File: src/rtl/wpm_pkg.sv
// ----------------------------------------------------------------------------
// wpm_pkg: shared types and constants of the wildcard pattern matcher
// holds widths, register indexes and the queue entry passed front to back
// ----------------------------------------------------------------------------
`timescale 1ns / 1ps
`default_nettype none

package wpm_pkg;

  localparam int MaxPattern = 16;
  localparam int SymbolBits = 8;
  localparam int PatIdxBits = 4;   // pattern index field
  localparam int LenBits    = 5;   // pattern_length register
  localparam int CntBits    = 17;  // text and emitted counters
  localparam int PosBits    = 16;  // reported start position
  localparam int NumBits    = 5;   // results per request, 0..MaxPattern
  localparam int OffBits    = 4;   // window offset, 0..MaxPattern-1
  localparam int QueueDepth = 4;
  localparam int QPtrBits   = 2;
  localparam int QCntBits   = 3;
  localparam int CfgIdxBits = 2;
  localparam int CfgBits    = 8;

  localparam logic [CntBits-1:0]    MaxText       = 17'h10000;
  localparam logic [SymbolBits-1:0] WildcardReset = 8'd35;
  localparam logic [LenBits-1:0]    LengthReset   = 5'd1;

  // func field codes
  localparam logic FuncPattern = 1'b0;
  localparam logic FuncText    = 1'b1;

  // configuration register indexes
  localparam logic [CfgIdxBits-1:0] CfgPatternLength  = 2'd0;
  localparam logic [CfgIdxBits-1:0] CfgWildcardSymbol = 2'd1;
  localparam logic [CfgIdxBits-1:0] CfgWildcardEnable = 2'd2;

  typedef struct packed {
    logic [LenBits-1:0]    len;     // effective length, 1..MaxPattern
    logic [SymbolBits-1:0] wc_sym;
    logic                  wc_en;
  } cfg_t;

  typedef struct packed {
    logic                  func;
    logic [SymbolBits-1:0] symbol;
    logic [PatIdxBits-1:0] pattern_index;
    logic                  took;       // text symbol entered the window
    logic                  fin;        // last result of this request closes the text
    logic [NumBits-1:0]    count;      // results to report
    logic [OffBits-1:0]    first_off;  // window offset of the first start position
    logic [PosBits-1:0]    first_pos;
  } entry_t;

endpackage

`default_nettype wire

File: src/rtl/wpm_front.sv
// ----------------------------------------------------------------------------
// wpm_front: request front end
// tracks text and emitted counts and works out which results each request owes
// ----------------------------------------------------------------------------
`timescale 1ns / 1ps
`default_nettype none

module wpm_front (
  input  logic                              clk_i,
  input  logic                              rst_ni,
  input  wpm_pkg::cfg_t                     cfg_i,
  input  logic                              in_valid_i,
  output logic                              in_ready_o,
  input  logic                              func_i,
  input  logic [wpm_pkg::SymbolBits-1:0]    symbol_i,
  input  logic [wpm_pkg::PatIdxBits-1:0]    pattern_index_i,
  input  logic                              last_i,
  input  logic                              q_full_i,
  output logic                              push_o,
  output wpm_pkg::entry_t                   entry_o
);
  import wpm_pkg::*;

  logic [CntBits-1:0] text_cnt_q, text_cnt_d;
  logic [CntBits-1:0] emit_cnt_q, emit_cnt_d;
  logic               is_text, took;
  logic [CntBits-1:0] tc_new, pending;
  logic [CntBits:0]   top, lim, avail;
  logic [NumBits-1:0] num;
  logic               fin;

  assign in_ready_o = ~q_full_i;
  assign push_o     = in_valid_i & in_ready_o;
  assign is_text    = (func_i == FuncText);

  always_comb begin
    took    = (text_cnt_q < MaxText);
    tc_new  = took ? text_cnt_q + CntBits'(1) : text_cnt_q;
    pending = tc_new - emit_cnt_q;
    // start positions whose window is complete: s + len <= tc_new
    top     = {1'b0, tc_new} + (CntBits+1)'(1);
    lim     = {1'b0, emit_cnt_q} + {{(CntBits+1-LenBits){1'b0}}, cfg_i.len};
    avail   = (top > lim) ? top - lim : '0;
    if (last_i) begin
      avail = {1'b0, pending};
    end
    num = (avail > (CntBits+1)'(MaxPattern)) ? NumBits'(MaxPattern) : avail[NumBits-1:0];
    fin = last_i &&
          (({1'b0, emit_cnt_q} + {{(CntBits+1-NumBits){1'b0}}, num}) == {1'b0, tc_new});
  end

  always_comb begin
    entry_o.func          = func_i;
    entry_o.symbol        = symbol_i;
    entry_o.pattern_index = pattern_index_i;
    entry_o.took          = is_text & took;
    entry_o.fin           = fin;
    entry_o.count         = is_text ? num : '0;
    entry_o.first_off     = pending[OffBits-1:0] - OffBits'(1);
    entry_o.first_pos     = emit_cnt_q[PosBits-1:0];
  end

  always_comb begin
    text_cnt_d = text_cnt_q;
    emit_cnt_d = emit_cnt_q;
    if (push_o && is_text) begin
      if (last_i) begin
        text_cnt_d = '0;
        emit_cnt_d = '0;
      end else begin
        text_cnt_d = tc_new;
        emit_cnt_d = emit_cnt_q + {{(CntBits-NumBits){1'b0}}, num};
      end
    end
  end

  always_ff @(posedge clk_i or negedge rst_ni) begin
    if (!rst_ni) begin
      text_cnt_q <= '0;
      emit_cnt_q <= '0;
    end else begin
      text_cnt_q <= text_cnt_d;
      emit_cnt_q <= emit_cnt_d;
    end
  end

endmodule

`default_nettype wire

File: src/rtl/wpm_queue.sv
// ----------------------------------------------------------------------------
// wpm_queue: short request queue
// decouples the front end from the back end, one push and one pop per cycle
// ----------------------------------------------------------------------------
`timescale 1ns / 1ps
`default_nettype none

module wpm_queue (
  input  logic            clk_i,
  input  logic            rst_ni,
  input  logic            push_i,
  input  wpm_pkg::entry_t push_data_i,
  output logic            full_o,
  input  logic            pop_i,
  output logic            valid_o,
  output wpm_pkg::entry_t pop_data_o
);
  import wpm_pkg::*;

  entry_t              mem_q [QueueDepth];
  logic [QPtrBits-1:0] wr_ptr_q, wr_ptr_d;
  logic [QPtrBits-1:0] rd_ptr_q, rd_ptr_d;
  logic [QCntBits-1:0] cnt_q, cnt_d;
  logic                do_push, do_pop;

  assign full_o     = (cnt_q == QCntBits'(QueueDepth));
  assign valid_o    = (cnt_q != '0);
  assign pop_data_o = mem_q[rd_ptr_q];
  assign do_push    = push_i & ~full_o;
  assign do_pop     = pop_i & valid_o;

  always_comb begin
    wr_ptr_d = do_push ? wr_ptr_q + QPtrBits'(1) : wr_ptr_q;
    rd_ptr_d = do_pop ? rd_ptr_q + QPtrBits'(1) : rd_ptr_q;
    cnt_d    = cnt_q;
    if (do_push && !do_pop) begin
      cnt_d = cnt_q + QCntBits'(1);
    end else if (!do_push && do_pop) begin
      cnt_d = cnt_q - QCntBits'(1);
    end
  end

  always_ff @(posedge clk_i) begin
    if (do_push) begin
      mem_q[wr_ptr_q] <= push_data_i;
    end
  end

  always_ff @(posedge clk_i or negedge rst_ni) begin
    if (!rst_ni) begin
      wr_ptr_q <= '0;
      rd_ptr_q <= '0;
      cnt_q    <= '0;
    end else begin
      wr_ptr_q <= wr_ptr_d;
      rd_ptr_q <= rd_ptr_d;
      cnt_q    <= cnt_d;
    end
  end

endmodule

`default_nettype wire

File: src/rtl/wpm_back.sv
// ----------------------------------------------------------------------------
// wpm_back: match back end
// holds pattern and text window, compares every window offset, emits results
// ----------------------------------------------------------------------------
`timescale 1ns / 1ps
`default_nettype none

module wpm_back (
  input  logic                           clk_i,
  input  logic                           rst_ni,
  input  wpm_pkg::cfg_t                  cfg_i,
  input  logic                           q_valid_i,
  input  wpm_pkg::entry_t                q_data_i,
  output logic                           pop_o,
  output logic                           out_valid_o,
  input  logic                           out_ready_i,
  output logic [wpm_pkg::PosBits-1:0]    start_position_o,
  output logic                           match_o,
  output logic                           final_res_o
);
  import wpm_pkg::*;

  logic [SymbolBits-1:0] pat_q [MaxPattern];
  logic [SymbolBits-1:0] win_q [MaxPattern];  // index 0 is the newest symbol

  logic               busy_q, busy_d;
  logic [NumBits-1:0] cnt_q, cnt_d;
  logic [OffBits-1:0] off_q, off_d;
  logic [PosBits-1:0] pos_q, pos_d;
  logic               took_q, took_d;
  logic               fin_q, fin_d;

  logic                out_valid_q, out_valid_d;
  logic [PosBits-1:0]  out_pos_q;
  logic                out_match_q;
  logic                out_final_q;

  logic [MaxPattern-1:0] pat_wc, win_wc, len_mask, match_vec;
  logic [MaxPattern-1:0] sym_hit [MaxPattern];
  logic                  emit, job_done, complete, hit;

  // wildcard flags per stored symbol
  for (genvar gk = 0; gk < MaxPattern; gk++) begin : g_wc
    assign pat_wc[gk]   = cfg_i.wc_en & (pat_q[gk] == cfg_i.wc_sym);
    assign win_wc[gk]   = cfg_i.wc_en & (win_q[gk] == cfg_i.wc_sym);
    assign len_mask[gk] = (LenBits'(gk) >= cfg_i.len);
  end

  // match of the start position that lies gd symbols back from the newest
  for (genvar gd = 0; gd < MaxPattern; gd++) begin : g_off
    for (genvar gj = 0; gj < MaxPattern; gj++) begin : g_sym
      if (gj <= gd) begin : g_cmp
        assign sym_hit[gd][gj] = (pat_q[gj] == win_q[gd-gj]) | pat_wc[gj] | win_wc[gd-gj];
      end else begin : g_none
        assign sym_hit[gd][gj] = 1'b1;
      end
    end
    assign match_vec[gd] = &(sym_hit[gd] | len_mask);
  end

  assign emit     = busy_q & (~out_valid_q | out_ready_i);
  assign job_done = emit & (cnt_q == NumBits'(1));
  assign pop_o    = q_valid_i & (~busy_q | job_done);
  assign complete = ({1'b0, off_q} + LenBits'(1)) >= cfg_i.len;
  assign hit      = took_q & complete & match_vec[off_q];

  always_comb begin
    busy_d = busy_q;
    cnt_d  = cnt_q;
    off_d  = off_q;
    pos_d  = pos_q;
    took_d = took_q;
    fin_d  = fin_q;
    if (emit) begin
      cnt_d = cnt_q - NumBits'(1);
      off_d = off_q - OffBits'(1);
      pos_d = pos_q + PosBits'(1);
      if (job_done) begin
        busy_d = 1'b0;
      end
    end
    if (pop_o && (q_data_i.func == FuncText) && (q_data_i.count != '0)) begin
      busy_d = 1'b1;
      cnt_d  = q_data_i.count;
      off_d  = q_data_i.first_off;
      pos_d  = q_data_i.first_pos;
      took_d = q_data_i.took;
      fin_d  = q_data_i.fin;
    end
  end

  always_comb begin
    out_valid_d = out_valid_q;
    if (emit) begin
      out_valid_d = 1'b1;
    end else if (out_ready_i) begin
      out_valid_d = 1'b0;
    end
  end

  always_ff @(posedge clk_i or negedge rst_ni) begin
    if (!rst_ni) begin
      busy_q      <= 1'b0;
      cnt_q       <= '0;
      out_valid_q <= 1'b0;
    end else begin
      busy_q      <= busy_d;
      cnt_q       <= cnt_d;
      out_valid_q <= out_valid_d;
    end
  end

  always_ff @(posedge clk_i) begin
    off_q  <= off_d;
    pos_q  <= pos_d;
    took_q <= took_d;
    fin_q  <= fin_d;
    if (emit) begin
      out_pos_q   <= pos_q;
      out_match_q <= hit;
      out_final_q <= fin_q & (cnt_q == NumBits'(1));
    end
    if (pop_o && (q_data_i.func == FuncPattern)) begin
      pat_q[q_data_i.pattern_index] <= q_data_i.symbol;
    end
    if (pop_o && q_data_i.took) begin
      win_q[0] <= q_data_i.symbol;
      for (int k = 1; k < MaxPattern; k++) begin
        win_q[k] <= win_q[k-1];
      end
    end
  end

  assign out_valid_o      = out_valid_q;
  assign start_position_o = out_pos_q;
  assign match_o          = out_match_q;
  assign final_res_o      = out_final_q;

endmodule

`default_nettype wire

File: src/rtl/wildcard_pattern_matcher.sv
// ----------------------------------------------------------------------------
// wildcard_pattern_matcher: streaming pattern match with a wildcard symbol
// reports for every text start position whether the loaded pattern matches
// ----------------------------------------------------------------------------
// Load the pattern with func 0 requests (symbol at pattern_index), then stream
// text with func 1 requests, marking the final symbol with last. Every text of
// n symbols yields n results in start-position order; the one carrying last
// flushes the positions too close to the end as non-matches and flags the
// final one with final_res. Requests are taken at one per cycle while the queue
// is not full. A text request that releases k results keeps the back end busy
// while it emits them, one result per cycle while out_ready allows: k is one
// in steady state, and up to 16 for the last symbol or after the pattern length
// was shortened mid-text. A result passes through the queue, the back-end job
// registers and the result register. The text counter saturates at 65536
// symbols; later text symbols give no result. Pattern entries never loaded read
// as anything. Config writes are only allowed while no request is in flight.
`timescale 1ns / 1ps
`default_nettype none

module wildcard_pattern_matcher (
  input  logic                              clk_i,
  input  logic                              rst_ni,
  // config write port
  input  logic                              cfg_we_i,
  input  logic [wpm_pkg::CfgIdxBits-1:0]    cfg_index_i,
  input  logic [wpm_pkg::CfgBits-1:0]       cfg_data_i,
  // request channel
  input  logic                              in_valid_i,
  output logic                              in_ready_o,
  input  logic                              func_i,
  input  logic [wpm_pkg::SymbolBits-1:0]    symbol_i,
  input  logic [wpm_pkg::PatIdxBits-1:0]    pattern_index_i,
  input  logic                              last_i,
  // result channel
  output logic                              out_valid_o,
  input  logic                              out_ready_i,
  output logic [wpm_pkg::PosBits-1:0]       start_position_o,
  output logic                              match_o,
  output logic                              final_res_o
);
  import wpm_pkg::*;

  logic [LenBits-1:0]    pattern_length_q;
  logic [SymbolBits-1:0] wildcard_symbol_q;
  logic                  wildcard_enable_q;
  cfg_t                  cfg;

  logic   q_full, q_valid, push, pop;
  entry_t push_entry, pop_entry;

  // config registers, unknown indexes are dropped
  always_ff @(posedge clk_i or negedge rst_ni) begin
    if (!rst_ni) begin
      pattern_length_q  <= LengthReset;
      wildcard_symbol_q <= WildcardReset;
      wildcard_enable_q <= 1'b1;
    end else if (cfg_we_i) begin
      unique case (cfg_index_i)
        CfgPatternLength:  pattern_length_q  <= cfg_data_i[LenBits-1:0];
        CfgWildcardSymbol: wildcard_symbol_q <= cfg_data_i[SymbolBits-1:0];
        CfgWildcardEnable: wildcard_enable_q <= cfg_data_i[0];
        default: ;
      endcase
    end
  end

  // effective length: zero acts as one, oversize clamps to the pattern store
  always_comb begin
    cfg.wc_sym = wildcard_symbol_q;
    cfg.wc_en  = wildcard_enable_q;
    priority if (pattern_length_q == '0) begin
      cfg.len = LenBits'(1);
    end else if (pattern_length_q > LenBits'(MaxPattern)) begin
      cfg.len = LenBits'(MaxPattern);
    end else begin
      cfg.len = pattern_length_q;
    end
  end

  // front end: counts text, decides which start positions each request reports
  wpm_front u_front (
    .clk_i           (clk_i),
    .rst_ni          (rst_ni),
    .cfg_i           (cfg),
    .in_valid_i      (in_valid_i),
    .in_ready_o      (in_ready_o),
    .func_i          (func_i),
    .symbol_i        (symbol_i),
    .pattern_index_i (pattern_index_i),
    .last_i          (last_i),
    .q_full_i        (q_full),
    .push_o          (push),
    .entry_o         (push_entry)
  );

  // queue keeps request order, so pattern loads land after earlier text
  wpm_queue u_queue (
    .clk_i       (clk_i),
    .rst_ni      (rst_ni),
    .push_i      (push),
    .push_data_i (push_entry),
    .full_o      (q_full),
    .pop_i       (pop),
    .valid_o     (q_valid),
    .pop_data_o  (pop_entry)
  );

  // back end: pattern store, text window, comparator array, result register
  wpm_back u_back (
    .clk_i            (clk_i),
    .rst_ni           (rst_ni),
    .cfg_i            (cfg),
    .q_valid_i        (q_valid),
    .q_data_i         (pop_entry),
    .pop_o            (pop),
    .out_valid_o      (out_valid_o),
    .out_ready_i      (out_ready_i),
    .start_position_o (start_position_o),
    .match_o          (match_o),
    .final_res_o      (final_res_o)
  );

endmodule

`default_nettype wire

File: config.mk
export PLATFORM = sky130hd
export DESIGN_NAME = wildcard_pattern_matcher
export DESIGN_NICKNAME = d
export VERILOG_FILES = /design/src/rtl/wpm_pkg.sv /design/src/rtl/wpm_front.sv /design/src/rtl/wpm_queue.sv /design/src/rtl/wpm_back.sv /design/src/rtl/wildcard_pattern_matcher.sv
export SDC_FILE = /design/constraint.sdc
export NUM_CORES = 2
export LEC_CHECK = 0
export ABC_AREA = 1
export CORE_ASPECT_RATIO = 0.8
export CORE_MARGIN = 2
export CORE_UTILIZATION = 45
export DETAILED_ROUTE_END_ITERATION = 10
export DONT_BUFFER_PORTS = 1
export PLACE_DENSITY = 0.59
export SLEW_MARGIN = 20
export SYNTH_ARGS = -nofsm -noshare
export SYNTH_HDL_FRONTEND = slang
export SYNTH_SLANG_ARGS = --single-unit
File: constraint.sdc
create_clock -name clk_i -period 9.5 [get_ports clk_i]
set_input_delay 1.425 -clock clk_i [delete_from_list [all_inputs] [get_ports clk_i]]
set_output_delay 1.425 -clock clk_i [all_outputs]
set_load 0.02 [all_outputs]
==> metrics.md <==
| Metric | Value |
|---|---|
| Leak | `between 0.015 and 0.02 uW` |
| Number of iterations in the first detailed-routing pass | `8` |
| Number of maximum-capacitance constraint violations | `0` |
| Pins Over Slew Limit | `0` |
| Fraction of the yosys area taken by sequential cells | `0.374` |
| Clock Root Buffer | `sky130_fd_sc_hd__clkbuf_16` |
| Count of pins on the block boundary | `49` |
| Average size of a mapped cell | `around 8.6 sq um` |
| Clk slew on worst S/H paths | `70 ps` |
| Commonest non-fill, non-tap cell in the layout | `sky130_fd_sc_hd__xor2_1` |
| YS warnings | `0` |
| Vias after detailed routing | `36500` |
| Initial core utilization | `0.455` |
| Net switching power | `5400 uW` |
| Detailed Route WL | `169000 um` |
| F_max | `128 MHz` |
| Share of the clock period used by the worst path after layout | `0.820` |
| TritonCTS Sinks | `around 520` |
| Most frequent CP cell | `sky130_fd_sc_hd__nand2_1` |
| Setup crit end kind | `flop` |
| Internal power | `6250 uW` |
| GR Overflow Total | `0` |
| Width of the chip | `341 um` |
| Tightest Pin Transition | `approximately 1300 ps` |
| Number of failing hold endpoints at the final stage | `0` |
| Share of total power in combinational logic | `0.472` |
| Ys flop type | `sky130_fd_sc_hd__edfxtp_1` |
| Maximum number of pins on one net before global-route repair | `81` |
| CTS buffer count | `52` |
| Post-synth design cell area | `40800 sq um` |
| Non-filler cells in the finished layout | `5828` |
| Setup crit start kind | `flop` |
| Setup bufs post-CTS | `0` |
| IR Drop Worst-Case VDD | `around 0.00018 V` |
| Remaining antenna violation count | `0` |
| Detailed placement HPWL | `between 100000 and 150000 um` |
| Final core utilization | `0.489` |
| First-pass GRT wire length | `241000 um` |
| Setup slack at placement | `1880 ps` |
| Max H-tree Level | `2` |
| Switching Fraction | `0.463` |
| Cell Count Post-Placement | `between 5000 and 6000` |
| Antenna violations before repair | `4` |
| Outcome | `completed` |
| Power density normalized to cell area | `between 200 and 300 nW/um^2` |
| Seq cells post-synth | `518` |
| Portion of total power attributed to sequential cells | `0.348` |
| Unrepaired setup endpoints after global routing | `no` |
| Bufs on Longest Clock Path | `3` |
| Synth-to-Final Area Change | `7.33%` |
| Top library cells by usage in the layout, fill and taps aside | `783 x sky130_fd_sc_hd__xor2_1, 611 x sky130_fd_sc_hd__nand2_1, 456 x sky130_fd_sc_hd__edfxtp_1` |
| IO buf count | `0` |
| Number of buffers inserted by hold repair at cts | `0` |
| Type of the setup path with the least slack | `flop to flop` |
| Final worst slack | `between 1500 and 2000 ps` |
| Clk_skew | `around 40 ps` |
| Number of placement rows | `98` |
| Number of enable flip-flop cells after synthesis | `456` |
| Number of global-route vias before repair | `34200` |
| Peak fanout along the critical path | `10` |
| Power share of the clock group | `0.180` |
| Total GRT Usage | `0.353` |
| Post-synth cell types | `66` |
| Arr. time, crit path | `8260 ps` |
| Insertion delay of the later-clocked pin in the worst-skew pair | `660 ps` |
| CP max-delay cell | `sky130_fd_sc_hd__dfrtp_1` |
| Required @ worst endpoint | `between 9000 and 10000 ps` |
| Max stage delay on crit path | `around 520 ps` |
| Die height | `273 um` |
| Area of the placeable core | `89600 sq um` |
| Final setup violation count | `0` |
| Layout net count | `4682` |
| Fraction of layout instances using a drive strength above 1 | `0.0657` |
| Area of the die | `approximately 93000 sq um` |
| Post-synthesis cell count | `between 4000 and 5000` |
| Total DRC errors in the routed layout | `0` |
| Worst relative slew slack | `0.155` |
| Via count normalized by instance count | `6.27` |
| Fin Setup TNS | `0 ps` |
| Fin crit period | `approximately 8000 ps` |
| Post-CTS resize count | `0` |
| Class of the tightest hold or removal check | `primary input to asynchronous set/reset pin` |
| Clock tree from TritonCTS | `yes` |
| Asr flop ratio synth | `0.120` |
| Synth Net Count | `4870` |
| DR iter-0 viols | `5644` |
| Final weighted congestion of routability-driven global placement | `1.10` |
| Avg WL per Cell | `28.9 um` |
-- cell usage after synthesis, drive strengths merged (3+ instances only) --
library cell,instances,area share
a2111oi,27,0.0058
xnor2,415,0.089
o221ai,6,0.0013
o22ai,86,0.013
clkinv,9,0.00083
dfrtp,57,0.035
and2,4,0.00061
nand3,184,0.023
a221oi,12,0.0026
o2111ai,14,0.0030
a31oi,10,0.0015
nand2,624,0.058
clkbuf,249,0.023
a211oi,30,0.0055
a21oi,141,0.017
o21ai,197,0.024
nand4,150,0.023
xor2,783,0.17
fa,5,0.0025
o311ai,6,0.0013
or2,16,0.0025
nand3b,17,0.0031
inv,351,0.032
nor4b,3,0.00064
a32o,7,0.0017
and3,6,0.00092
nor3b,6,0.0011
o31ai,4,0.00074
a32oi,9,0.0019
ha,65,0.020
nor3,67,0.0082
nor4,205,0.032
edfxtp,456,0.34
buf,141,0.014
a211o,3,0.00064
o211ai,16,0.0029
nor2,363,0.034
a22oi,3,0.00055
dfstp,5,0.0032
-- cell families after synthesis --
group / after synthesis / synth area share
adder cells (fa/ha/maj): 70 / 0.0224
AND/OR/NAND/NOR: 1646 / 0.188
AO/OA/AOI/OAI: 587 / 0.0880
buffers and inverters: 750 / 0.0701
XOR/XNOR: 1199 / 0.258
multiplexers: 1 / 0.000276
flip-flops: 518 / 0.374
-- final timing paths --
path	from	to	slack, ps	cells after the start
min in group clk_i	u_back.pos_q[15]	u_back.start_position_o[15]	490	0
max in group asynchronous	rst_ni	wildcard_symbol_q[0]	8740	0
max reg2reg	pattern_length_q[4]	u_queue.mem_q[3][25]	1710	44
max	pattern_length_q[4]	u_queue.mem_q[3][25]	1710	44
min reg2reg	u_back.pos_q[15]	u_back.start_position_o[15]	490	0
min	rst_ni	u_queue.wr_ptr_q[1]	460	0
-- through the flow --
step	hold WS (ps)	power (uW)	instance area (sq um)
after detailed placement	484	9390	42000
final	464	11600	43800
after global placement	480	9340	42000
after CTS	418	11500	43800
after floorplan	424	7590	40800
after global routing	424	12200	43800
-- layer usage --
layer / up-vias / part of all wire / GRT usage / routed length (um)
met4: 6 / 0.065 / 0.189 / 10900
li1: 15800 / - / - / -
met5: - / 0.00061 / 0.00356 / 103
met2: 2639 / 0.41 / 0.511 / 68400
met3: 684 / 0.14 / 0.121 / 23700
met1: 17400 / 0.39 / 0.463 / 65600
-- power groups by stage --
| stage | sequential (uW) | combinational (uW) | clock (uW) |
|---|---|---|---|
| 2_1_floorplan | 3630 | 3960 | 0 |
| 3_3_place_gp | 4060 | 5270 | 0 |
| 3_5_place_dp | 4070 | 5330 | 0 |
| 4_1_cts | 4020 | 5350 | 2120 |
| 5_1_grt | 4080 | 5960 | 2220 |
| 6_report | 4050 | 5500 | 2090 |
-- flip-flops by register name, indices dropped and copies added, names as in the netlist, 3 cells and up --
name	cells
pattern_length_q	5
u_back.cnt_q	5
u_queue.cnt_q	3
u_back.win_q	128
u_queue.mem_q	160
u_front.text_cnt_q	17
u_back.pos_q	16
u_back.off_q	4
u_front.emit_cnt_q	17
wildcard_symbol_q	8
u_back.start_position_o	16
u_back.pat_q	128
-- cell type report --
type	count	area (sq um)
clock inverters	28	292
inverters	360	1350
repair buffers	148	1130
flip-flops and latches	518	15300
fillers	8471	45800
diodes	3	7.51
multi-input cells	3503	22800
well taps	1200	1500
clock buffers	68	1430
-- worst max-delay path, delay by kind of cell (launching register included) --
| family | cells | cell delay [ps] |
|---|---|---|
| AND/OR/NAND/NOR | 26 | 3300 |
| adder cells (fa/ha/maj) | 5 | 1600 |
| AO/OA/AOI/OAI | 4 | 1230 |
| flip-flops | 1 | 520 |
| XOR/XNOR | 3 | 510 |
| buffers and inverters | 6 | 460 |
No activity file was read; power rests on OpenSTA's default activity.
